--- src/hdl/sspp_pkg.sv ---
`default_nettype none
// ----------------------------------------------------------------------------
// sspp_pkg
// Constants and types for the servo status packet parser.
// ----------------------------------------------------------------------------
package sspp_pkg;

	localparam logic [7:0] HDR_BYTE     = 8'hFF;
	localparam logic [7:0] MIN_LEN      = 8'd4;
	localparam logic [7:0] MAX_LEN      = 8'd20;
	localparam logic [7:0] SERVO_ID_RST = 8'd1;

	localparam int BYTE_W = 8;
	localparam int POS_W  = 16;
	localparam int OUT_W  = POS_W + BYTE_W;

	typedef enum logic [1:0] {
		ST_OK  = 2'd0,
		ST_ID  = 2'd1,
		ST_LEN = 2'd2,
		ST_CHK = 2'd3
	} status_t;

	typedef struct packed {
		status_t           status;
		logic [BYTE_W-1:0] servo_error;
		logic [POS_W-1:0]  position;
	} result_t;

endpackage
`default_nettype wire

--- src/hdl/servo_status_packet_parser.sv ---
`default_nettype none
// ----------------------------------------------------------------------------
// servo_status_packet_parser
// Parses FF FF ID LEN ERR PARAM... CHK servo replies into status beats.
// ----------------------------------------------------------------------------
// Takes one received byte per beat and can accept a beat every clock cycle,
// except while a stalled result waits and the staged byte completes another.
// A byte passes an input register, then the frame state machine, and any
// result lands in an output register; bytes that give no result keep flowing
// while a result waits there. Each ID mismatch, bad length or checksum error
// gives one error beat (position and servo_error zero); a good frame gives
// status ok, the servo error byte and the position from the first two
// parameters. Asserting restart with a beat drops any partial frame without
// a result. servo_id is written through the cfg channel; the user must do so
// only while the block is idle, as the block does not enforce it.
module servo_status_packet_parser
	import sspp_pkg::*;
(
	input  wire logic                clk,
	input  wire logic                arst_n,
	// config: servo_id
	input  wire logic                cfg_valid,
	output logic                     cfg_ready,
	input  wire logic [BYTE_W-1:0]   cfg_data,
	// input stream
	input  wire logic                s_axis_tvalid,
	output logic                     s_axis_tready,
	input  wire logic [BYTE_W-1:0]   s_axis_tdata,  // [7:0] rx_byte
	input  wire logic [0:0]          s_axis_tuser,  // [0] restart
	// result stream
	output logic                     m_axis_tvalid,
	input  wire logic                m_axis_tready,
	output logic [OUT_W-1:0]         m_axis_tdata,  // [15:0] position, [23:16] servo_error
	output logic [1:0]               m_axis_tuser   // [1:0] status
);

	typedef enum logic [2:0] {
		PH_HUNT  = 3'd0,
		PH_HDR2  = 3'd1,
		PH_ID    = 3'd2,
		PH_LEN   = 3'd3,
		PH_ERR   = 3'd4,
		PH_PARAM = 3'd5,
		PH_CHK   = 3'd6
	} phase_t;

	logic              valid_s1;
	logic [BYTE_W-1:0] byte_s1;
	logic              restart_s1;

	phase_t            phase_q;
	logic [BYTE_W-1:0] sum_q;
	logic [BYTE_W-1:0] flen_q;
	logic [BYTE_W-1:0] left_q;
	logic [BYTE_W-1:0] err_q;
	logic [BYTE_W-1:0] plo_q;
	logic [BYTE_W-1:0] phi_q;
	logic [BYTE_W-1:0] id_q;

	logic              out_valid_q;
	result_t           out_q;

	logic              adv;
	logic              go;
	logic              emit;
	result_t           res;
	phase_t            phase_d;
	logic [BYTE_W-1:0] sum_d;
	logic [BYTE_W-1:0] left_d;
	logic [BYTE_W-1:0] idx;
	logic [BYTE_W-1:0] sum_add;

	assign adv           = !out_valid_q || m_axis_tready;
	assign go            = valid_s1 && (adv || !emit);
	assign s_axis_tready = !valid_s1 || go;
	assign cfg_ready     = 1'b1;

	assign m_axis_tvalid = out_valid_q;
	assign m_axis_tdata  = {out_q.servo_error, out_q.position};
	assign m_axis_tuser  = out_q.status;

	assign sum_add = sum_q + byte_s1;
	assign idx     = (flen_q - 8'd2) - left_q;

	always_comb begin
		phase_d = phase_q;
		sum_d   = sum_q;
		left_d  = left_q;
		emit    = 1'b0;
		res     = '{status: ST_OK, servo_error: '0, position: '0};
		if (restart_s1) begin
			phase_d = PH_HUNT;
			sum_d   = '0;
		end else begin
			unique case (phase_q)
				PH_HDR2: begin
					phase_d = (byte_s1 == HDR_BYTE) ? PH_ID : PH_HUNT;
				end
				PH_ID: begin
					if (byte_s1 != id_q) begin
						phase_d    = PH_HUNT;
						emit       = 1'b1;
						res.status = ST_ID;
					end else begin
						sum_d   = byte_s1;
						phase_d = PH_LEN;
					end
				end
				PH_LEN: begin
					if (byte_s1 < MIN_LEN || byte_s1 > MAX_LEN) begin
						phase_d    = PH_HUNT;
						emit       = 1'b1;
						res.status = ST_LEN;
					end else begin
						left_d  = byte_s1 - 8'd1;
						sum_d   = sum_add;
						phase_d = PH_ERR;
					end
				end
				PH_ERR: begin
					sum_d   = sum_add;
					left_d  = left_q - 8'd1;
					phase_d = PH_PARAM;
				end
				PH_PARAM: begin
					sum_d  = sum_add;
					left_d = left_q - 8'd1;
					if (left_q == 8'd1) begin
						phase_d = PH_CHK;
					end
				end
				PH_CHK: begin
					phase_d = PH_HUNT;
					emit    = 1'b1;
					if (~sum_q != byte_s1) begin
						res.status = ST_CHK;
					end else begin
						res.status      = ST_OK;
						res.position    = {phi_q, plo_q};
						res.servo_error = err_q;
					end
				end
				default: begin
					phase_d = (byte_s1 == HDR_BYTE) ? PH_HDR2 : PH_HUNT;
				end
			endcase
		end
	end

	always_ff @(posedge clk or negedge arst_n) begin
		if (!arst_n) begin
			valid_s1    <= 1'b0;
			phase_q     <= PH_HUNT;
			sum_q       <= '0;
			flen_q      <= '0;
			left_q      <= '0;
			err_q       <= '0;
			plo_q       <= '0;
			phi_q       <= '0;
			id_q        <= SERVO_ID_RST;
			out_valid_q <= 1'b0;
		end else begin
			if (cfg_valid && cfg_ready) begin
				id_q <= cfg_data;
			end
			if (s_axis_tready) begin
				valid_s1 <= s_axis_tvalid;
			end
			if (go) begin
				phase_q <= phase_d;
				sum_q   <= sum_d;
				left_q  <= left_d;
				if (!restart_s1) begin
					if (phase_q == PH_LEN) begin
						flen_q <= byte_s1;
					end
					if (phase_q == PH_ERR) begin
						err_q <= byte_s1;
					end
					if (phase_q == PH_PARAM && idx == 8'd0) begin
						plo_q <= byte_s1;
					end
					if (phase_q == PH_PARAM && idx == 8'd1) begin
						phi_q <= byte_s1;
					end
				end
			end
			if (adv) begin
				out_valid_q <= valid_s1 && emit;
			end
		end
	end

	// payload registers
	always_ff @(posedge clk) begin
		if (s_axis_tready && s_axis_tvalid) begin
			byte_s1    <= s_axis_tdata;
			restart_s1 <= s_axis_tuser[0];
		end
		if (valid_s1 && adv && emit) begin
			out_q <= res;
		end
	end

endmodule
`default_nettype wire
--- config.mk ---
export PLATFORM = sky130hd
export DESIGN_NAME = servo_status_packet_parser
export DESIGN_NICKNAME = d
export VERILOG_FILES = /design/src/hdl/sspp_pkg.sv /design/src/hdl/servo_status_packet_parser.sv
export SDC_FILE = /design/constraint.sdc
export NUM_CORES = 1
export LEC_CHECK = 0
export BUFFER_PORTS_ARGS = -buffer_cell sky130_fd_sc_hd__buf_4
export CAP_MARGIN = 30
export CORE_ASPECT_RATIO = 2
export CORE_MARGIN = 4
export CORE_UTILIZATION = 55
export DETAILED_ROUTE_END_ITERATION = 10
export PLACE_DENSITY = 0.75
export SETUP_SLACK_MARGIN = 0.15
export SYNTH_ARGS = -nofsm -noshare
export SYNTH_HDL_FRONTEND = slang
export SYNTH_SLANG_ARGS = --single-unit
--- constraint.sdc ---
create_clock -name clk -period 9.5 [get_ports clk]
set_input_delay 0 -clock clk [delete_from_list [all_inputs] [get_ports clk]]
set_output_delay 0 -clock clk [all_outputs]
set_load 0.005 [all_outputs]
==> impl_metrics.tcl, run 1 <==
set metrics [dict create \
    synth_cell_types 54 \
    antenna_found_initial 0 \
    cts_tree "built" \
    reg2reg_to "phi_q[6]$_DFFE_PN0P_" \
    fill_cells 664 \
    die_h_um 144.3 \
    grt_pass1_vias 3870 \
    die-area_um2 11000 \
    ant_nets 0 \
    arrival_ps 3770 \
    critPathSlowestCell "nor4_1" \
    fmax_ghz 0.2829 \
    r2r_slack_ps 5970 \
    gr-usage-all-layers_pct 21.86 \
    totalNegativeSetupSlack_ps 0 \
    overflow 0 \
    clockBufferDepth 2 \
    cp_max_fo 8 \
    yosysWarnings 0 \
    syn_area_um2 5112 \
    clock-sinks 96 \
    synth_ff_type "dfrtp_1" \
    final_max_slew_viol_count 0 \
    row_count 49 \
    path_cells "ha_1 > inv_1 > ha_1 > inv_1 > fa_1 > nand2b_1 > a21oi_1 > o22ai_1 > xnor2_1 > nor4_1 > nor3b_4 > mux2_2" \
    dp.cells 584 \
    detailed_place_hpwl_mm 7.888 \
    clk_pin_slew_ps 70 \
    postCtsResizedCells 0 \
    fin_cells 628 \
    htreeDepth 3 \
    drt_iter0_drc 169 \
    min_period_ps 3535 \
    synth_edf_count 35 \
    leakage_nw 2.682 \
    crit_buf_inv 2 \
    r2r-start "left_q[1]$_DFFE_PN0P_" \
    synthesis.nets 498 \
    stdcell_area_um2 6102 \
    cp_top_family "simple AND/OR/NAND/NOR gates" \
    initial_utilization_pct 56.73 \
    post-cts-setup-buffers 0 \
    drcViolationCount 0 \
    syn_to_final_growth_pct 19.36 \
    maxSlewHeadroom_pct 46.54 \
    hp-class "in2async" \
    vias 3627 \
    worst_setup_path_start_kind "flop" \
    wire_per_inst_um 18.32 \
    final_nets 570 \
    die_w_um 76.18 \
    routed_wl_mm 11.51 \
    rsz0062_at_grt "false" \
    drtPass1Iterations 4 \
    ir_drop_mv 0.1258 \
    end_kind "flop" \
    portBuffers 49 \
    postCtsHoldBufs 28 \
    cts_made_buffers 9 \
    whs_ps 268.6 \
    grt_max_degree 62 \
    hold_viol_final 0 \
    synth.avg_cell_area_um2 11.39 \
    ys_ff_latch 96 \
    num_io_pins 51 \
    tightest_slew_ps 799.0 \
    drive_gt1_share_pct 22.62 \
    syn_inst 449 \
    coreArea_um2 9012 \
    place_area_um2 5533 \
    final_cell_mix "dfrtp_1 (60), buf_4 (54), edfxtp_1 (35), mux2_2 (31), inv_1 (29)" \
    grt_pass1_wl_mm 18.86 \
    power_density_nw_per_um2 148.0 \
    skew_ps 6.087 \
    required_ps 9740 \
    critPathKind "reg2reg" \
    finalSetupViolCount 0 \
    max_stage_delay_ps 560 \
    vias_per_cell 5.775 \
    status "finished, final reports clean" \
    reg2regPathDepth 12 \
    finalCritPeriodShare_pct 37.21 \
    seq_area_frac_synth_pct 50.44 \
    synthArstFlopShare_pct 63.54 \
    place_congestion 0.9516 \
    maxCapViolCount 0 \
    root_buffer "clkbuf_16" \
    layout_commonest_cell "dfrtp_1" \
    clk_latency_ps 350 \
    diodes 0 \
]
==> worst max-delay path by stage <==
stage                                from                             to  slack (ps)  cells past startpoint
floorplan            byte_s1[0]$_DFFE_PP_  m_axis_tdata[0]$_SDFFCE_PP0P_        5940                     10
global placement    left_q[1]$_DFFE_PN0P_           phi_q[7]$_DFFE_PN0P_        6050                     12
detailed placement  left_q[1]$_DFFE_PN0P_           phi_q[6]$_DFFE_PN0P_        5930                     12
CTS                 left_q[1]$_DFFE_PN0P_           phi_q[6]$_DFFE_PN0P_        5930                     12
global route        left_q[1]$_DFFE_PN0P_           phi_q[5]$_DFFE_PN0P_        5760                     12
finish              left_q[1]$_DFFE_PN0P_           phi_q[6]$_DFFE_PN0P_        5970                     12
==> worst register-to-register path: cells and delay by family (launching register included) <==
kind / cells / cell delay (ps)
buffers and inverters: 2 / 120
AO/OA/AOI/OAI: 2 / 260
multiplexers: 1 / 400
adder cells (fa/ha/maj): 3 / 850
XOR/XNOR: 1 / 140
flip-flops: 1 / 410
AND/OR/NAND/NOR: 3 / 1240
==> power breakdown <==
group          switching [mW]  leakage, nW  internal, mW
registers              0.0188         1.09         0.440
logic                  0.0484         1.45        0.0469
clock network           0.166        0.142         0.183
total                   0.233         2.68         0.670
==> state kept, by name, indices dropped and copies added, names as in the netlist <==
name / flops
m_axis_tdata: 24
phase_q: 3
err_q: 8
byte_s1: 8
id_q: 8
flen_q: 8
m_axis_tvalid: 1
m_axis_tuser: 2
sum_q: 8
left_q: 8
restart_s1: 1
valid_s1: 1
phi_q: 8
plo_q: 8
==> per-layer routing <==
| layer | global-route usage, % | share of wire [%] |
|---|---|---|
| met5 | 0 | 0 |
| met4 | 13.92 | 5.5 |
| met3 | 3.741 | 3.9 |
| met2 | 40.33 | 55 |
| met1 | 22.54 | 36 |
==> through the flow <==
stage	total power, mW	worst slack, ps	util [%]
2_1_floorplan	0.5193	5941	-
3_3_place_gp	0.5465	6048	61.31
3_5_place_dp	0.5491	5929	61.39
4_1_cts	0.9076	5931	67.71
5_1_grt	0.9344	5761	67.71
6_report	0.9032	5965	67.71
==> kinds of logic after synthesis <==
| group | count (synthesis) | synth area share, % |
|---|---|---|
| AO/OA/AOI/OAI | 79 | 9.986 |
| flip-flops | 96 | 50.44 |
| AND/OR/NAND/NOR | 129 | 14.19 |
| adder cells (fa/ha/maj) | 27 | 6.902 |
| multiplexers | 41 | 9.569 |
| XOR/XNOR | 26 | 4.454 |
| buffers and inverters | 50 | 4.381 |
| other | 1 | 0.07335 |
==> Yosys cell counts, drive strengths merged, types with 5 or more instances <==
cell    instances  share of area, %
nor4            5               1.2
edfxtp         35                21
nand4           5              0.61
nor3            9              0.88
xor2           14               2.4
a21oi          20               2.0
inv            29               2.1
nand3          11               1.2
nor2b          10               1.2
xnor2          12               2.1
ha             25               6.1
dfrtp          60                29
o21ai          22               2.2
mux2           39               9.2
and2           25               3.1
nand2          21               1.5
buf            13               1.7
nor2           26               1.9
clkbuf          8              0.59
o31ai           9               1.3
==> cell type report <==
type / count / area (um^2) / share of cell area [%]
Clock inverter: 7 / 63.81 / 1.046
Timing Repair Buffer: 82 / 685.7 / 11.24
Tap cell: 102 / 127.6 / 2.091
Multi-Input combinational cell: 303 / 2312 / 37.89
Inverter: 29 / 108.9 / 1.784
Clock buffer: 9 / 225.2 / 3.691
Sequential cell: 96 / 2579 / 42.26
No activity file was read; power rests on OpenSTA's default activity.
==> run 2, diff against run 1 <==
- clock period: 9.5 -> 3.5 ns (I/O delays scaled with it)
==> run 2 against run 1 <==
Compared with the run above: cell count is 1.8% higher; utilization is 1.8 points higher; sequential power grew to 2.7 times the previous value; routed wire length down 0.85%; sequential cell count unchanged; combinational power rose to 2.9 times the previous value; largest cell class unchanged; largest power group unchanged.
==> impl_metrics.tcl, run 2 (same netlist as run 1, synthesis figures left out) <==
set metrics [dict create \
    pwr-share-seq_pct 50.3 \
    place_congestion 0.9057 \
    fmax_ghz 0.3190 \
    power_density_nw_per_um2 393.0 \
    num_io_pins 51 \
    whs_ps 259.3 \
    drt_iter0_drc 198 \
    crit_path_end "phi_q[4]$_DFFE_PN0P_" \
    startpoint "left_q[0]$_DFFE_PN0P_" \
    skew_ps 7.129 \
    hold_viol_final 0 \
    grt_max_degree 62 \
    totalNegativeSetupSlack_ps 0 \
    final_cell_mix "buf_4 (63), dfrtp_1 (60), edfxtp_1 (35), mux2_2 (31), dlygate4sd3_1 (28)" \
    final_nets 581 \
    place_area_um2 5613 \
    die-area_um2 11000 \
    maxSlewHeadroom_pct 46.32 \
    finalSetupViolCount 0 \
    root_buffer "clkbuf_16" \
    detailed_place_hpwl_mm 7.783 \
    clockBufferDepth 2 \
    die_w_um 76.18 \
    routed_wl_mm 11.41 \
    dp.cells 593 \
    maxCapViolCount 0 \
    clk_pin_slew_ps 70 \
    clk_latency_ps 350 \
    switching_share_pct 25.89 \
    pwr-share-comb_pct 11.2 \
    initial_utilization_pct 56.73 \
    stdcell_area_um2 6262 \
    tightest_slew_ps 805.1 \
    reg2regPathDepth 14 \
    cts_made_buffers 9 \
    portBuffers 49 \
    cts_tree "built" \
    required_ps 3740 \
    drive_gt1_share_pct 25.70 \
    power.total_mw 2.461 \
    cp_max_fo 8 \
    p_switching_mw 0.6373 \
    p_int_mw 1.824 \
    r2r_slack_ps 370 \
    antenna_found_initial 0 \
    pwr-share-clk_pct 38.6 \
    arrival_ps 3370 \
    drcViolationCount 0 \
    critPathKind "reg2reg" \
    vias 3677 \
    htreeDepth 3 \
    leakage_nw 2.753 \
    gr-usage-all-layers_pct 21.86 \
    reg2reg_to "phi_q[4]$_DFFE_PN0P_" \
    layout_commonest_cell "buf_4" \
    finalCritPeriodShare_pct 89.57 \
    r2r-start "left_q[0]$_DFFE_PN0P_" \
    largest_reg_flops 24 \
    drtPass1Iterations 4 \
    end_kind "flop" \
    min_period_ps 3135 \
    grt_pass1_wl_mm 19.11 \
    worst_setup_path_start_kind "flop" \
    clock-sinks 96 \
    vias_per_cell 5.754 \
    die_h_um 144.3 \
    grt_pass1_vias 4048 \
    rsz0062_at_grt "false" \
    syn_to_final_growth_pct 22.49 \
    diodes 0 \
    coreArea_um2 9012 \
    status "finished, final reports clean" \
    row_count 49 \
    fin_cells 639 \
    final_max_slew_viol_count 0 \
    wire_per_inst_um 17.85 \
    ant_nets 0 \
    ir_drop_mv 0.3304 \
    hp-class "in2async" \
    overflow 0 \
]
==> run 2: changes by cell type in the layout (fill, tap and decap cells not counted), moves of 2 or more <==
cell    before  now
inv_2        0    2
buf_4       54   63
ha_1        25   23
inv_1       29   27
buf_12       0    2
ha_4         0    2
==> run 2: area by class of cell <==
class	count	area [um^2]
clock inverter	7	63.81
multi-input combinational	303	2365
fill	627	2750
sequential	96	2579
timing repair buffer	93	793.3
inverter	29	108.9
tap	102	127.6
clock buffer	9	225.2
==> run 2: what timing repair did <==
item	in CTS	in global routing
pin swaps	0	3
endpoints found under the setup margin	8	16
resized for setup	0	10
hold buffers	28	0
hold endpoints to repair	79	0
setup buffers	1	1
==> run 2: worst min path at each step <==
stage	from	endpoint	slack, ps	depth (start not counted)
detailed placement	arst_n	sum_q[6]$_DFFE_PN0P_	140	1
finish	arst_n	sum_q[6]$_DFFE_PN0P_	260	2
floorplan	arst_n	err_q[0]$_DFFE_PN0P_	-300	0
global placement	arst_n	sum_q[6]$_DFFE_PN0P_	120	1
CTS	arst_n	sum_q[6]$_DFFE_PN0P_	320	2
global route	arst_n	sum_q[6]$_DFFE_PN0P_	350	2
==> run 2: through the flow <==
stage | utilization, % | worst slack [ps]
4_1_cts | 68.82 | 225.0
3_3_place_gp | 62.28 | 277.3
6_report | 69.48 | 365.1
3_5_place_dp | 62.28 | 167.4
5_1_grt | 69.48 | 161.0
2_1_floorplan | - | 419.6
==> run 2: critical path, cell delays in order, from the launching register on <==
cell	delay, ps
dfrtp_1	440
ha_1	220
inv_1	100
ha_4	150
inv_1	50
fa_2	350
nand2b_4	170
a21oi_4	120
xnor2_1	130
nand4_1	130
nor4_2	290
buf_4	160
nor3b_4	220
buf_12	160
mux2_2	330
==> run 2: power by group through the flow <==
stage	combinational (mW)	sequential, mW	clock (mW)
after floorplan	0.175	1.23	0
after global placement	0.230	1.26	0
after detailed placement	0.239	1.26	0
after CTS	0.272	1.24	0.962
after global routing	0.304	1.24	1.02
final	0.275	1.24	0.949
==> run 2: metal layers <==
metal | vias up | GRT usage [%] | wire length, um
met1 | 1780 | 22.90 | 4108
li1 | 1748 | - | -
met5 | - | 0 | 0
met4 | 0 | 11.98 | 486
met2 | 113 | 40.10 | 6267
met3 | 36 | 4.800 | 546
==> run 3, diff against run 2 <==
- CORE_UTILIZATION: 55 -> 57
- PLACE_DENSITY: 0.75 -> 0.77
==> run 3 against run 2 <==
Compared with the run above: via count is 1.1% higher; critical path depth is 1 higher; clock skew is 1.5 ps higher; first-iteration DRC count is 6.6% lower; fmax is 1.4% lower; sequential power hardly changed; sequential share of layout area is 0.074 points lower; total power is 2.5% higher; highest routed layer unchanged.
==> impl_metrics.tcl, run 3 (same netlist as run 1, synthesis figures left out) <==
set metrics [dict create \
    row_count 48 \
    vias 3718 \
    clock-sinks 96 \
    portBuffers 49 \
    detailed_place_hpwl_mm 7.749 \
    stdcell_area_um2 6274 \
    cts_made_buffers 9 \
    power.total_mw 2.522 \
    place_congestion 0.8978 \
    clk_pin_slew_ps 70 \
    ir_drop_mv 0.4166 \
    antenna_found_initial 0 \
    fin_util_pct 72.04 \
    vias_per_cell 5.809 \
    place_area_um2 5618 \
    cts_tree "built" \
    diodes 0 \
    gr-usage-all-layers_pct 23.33 \
    initial_utilization_pct 58.71 \
    r2r_slack_ps 320 \
    maxSlewHeadroom_pct 47.52 \
    status "finished, final reports clean" \
    skew_ps 8.607 \
    drive_gt1_share_pct 25.93 \
    grt_use_met1_pct 25.41 \
    use_met3_pct 3.536 \
    hold_viol_final 0 \
    power_density_nw_per_um2 401.9 \
    die-area_um2 10640 \
    tightest_slew_ps 787.1 \
    die_w_um 74.97 \
    final_cell_mix "buf_4 (66), dfrtp_1 (60), edfxtp_1 (35), mux2_2 (31)" \
    busiest_layer "met2" \
    syn_to_final_growth_pct 22.71 \
    finalCritPeriodShare_pct 90.84 \
    worst_setup_path_start_kind "flop" \
    ant_nets 0 \
    clk_latency_ps 340 \
    root_buffer "clkbuf_16" \
    htreeDepth 3 \
    rsz0062_at_grt "false" \
    leakage_nw 2.778 \
    final_nets 584 \
    grt_pass1_wl_mm 18.69 \
    grt_max_degree 62 \
    drt_iter0_drc 185 \
    drtPass1Iterations 4 \
    finalSetupViolCount 0 \
    final_max_slew_viol_count 0 \
    gr-usage-met2_pct 41.63 \
    drcViolationCount 0 \
    required_ps 3720 \
    overflow 0 \
    end_kind "flop" \
    fmax_ghz 0.3145 \
    cp_max_fo 7 \
    die_h_um 141.9 \
    num_io_pins 51 \
    min_period_ps 3179 \
    coreArea_um2 8708 \
    grt_pass1_vias 3843 \
    wire_per_inst_um 17.82 \
    routed_wl_mm 11.41 \
    maxCapViolCount 0 \
    arrival_ps 3400 \
    largest_reg_flops 24 \
    totalNegativeSetupSlack_ps 0 \
    hp-class "in2async" \
    layout_commonest_cell "buf_4" \
    critPathKind "reg2reg" \
    clockBufferDepth 2 \
]
## run 3: area by class of cell
class | instances | area, um^2
sequential | 96 | 2579
timing repair buffer | 96 | 807.0
tap | 100 | 125.1
inverter | 29 | 108.9
fill | 565 | 2435
multi-input combinational | 303 | 2345
clock inverter | 7 | 83.83
clock buffer | 9 | 225.2
## run 3: repair_timing
| action | in CTS | in global routing |
|---|---|---|
| endpoints found under the setup margin | 8 | 8 |
| hold buffers | 28 | 0 |
| setup buffers | 2 | 2 |
| hold endpoints to repair | 79 | 0 |
| gates resized for setup | 0 | 8 |
| pin swaps | 0 | 1 |
## run 3: critical path, cell delays in order (launching register included)
cell      delay [ps]
dfrtp_1          360
inv_1             60
ha_1             300
inv_2             80
ha_4             140
inv_1             50
fa_2             350
nand2b_4         160
a21oi_2          150
xnor2_1          130
nand4_1          120
nor4_2           310
buf_4            160
nor3b_4          200
buf_6            160
mux2_2           340
## run 3: path summary, 6_finish.rpt
path | from | end | depth (start not counted)
setup / recovery | flen_q[1]$_DFFE_PN0P_ | phi_q[1]$_DFFE_PN0P_ | 15
hold / removal | arst_n | sum_q[4]$_DFFE_PN0P_ | 2
setup reg to reg | flen_q[1]$_DFFE_PN0P_ | phi_q[1]$_DFFE_PN0P_ | 15
hold reg to reg | sum_q[5]$_DFFE_PN0P_ | sum_q[5]$_DFFE_PN0P_ | 2
max in group asynchronous | arst_n | valid_s1$_DFFE_PN0P_ | 2
min in group clk | s_axis_tdata[1] | byte_s1[1]$_DFFE_PP_ | 2
## run 3: per-layer routing
metal  up-vias  wire, um
met5         -         0
met4         0       502
met3        39       388
met2       108      6408
met1      1806      4105
li1       1765         -
## run 3: power by group
| part | total (mW) | switching [mW] | leakage [nW] | internal, mW |
|---|---|---|---|---|
| Sequential | 1.24 | 0.0430 | 1.09 | 1.19 |
| Combinational | 0.275 | 0.140 | 1.53 | 0.135 |
| Clock | 1.01 | 0.440 | 0.154 | 0.569 |
| Total | 2.52 | 0.624 | 2.78 | 1.90 |
## run 3: metrics by stage
step           cells  setup WS [ps]  hold slack, ps
6_report         640          320.7           281.6
2_1_floorplan    449          419.6          -295.6
5_1_grt          640          157.4           367.8
4_1_cts          638          182.9           316.8
3_3_place_gp     592          233.4           122.5
3_5_place_dp     592          127.9           130.4
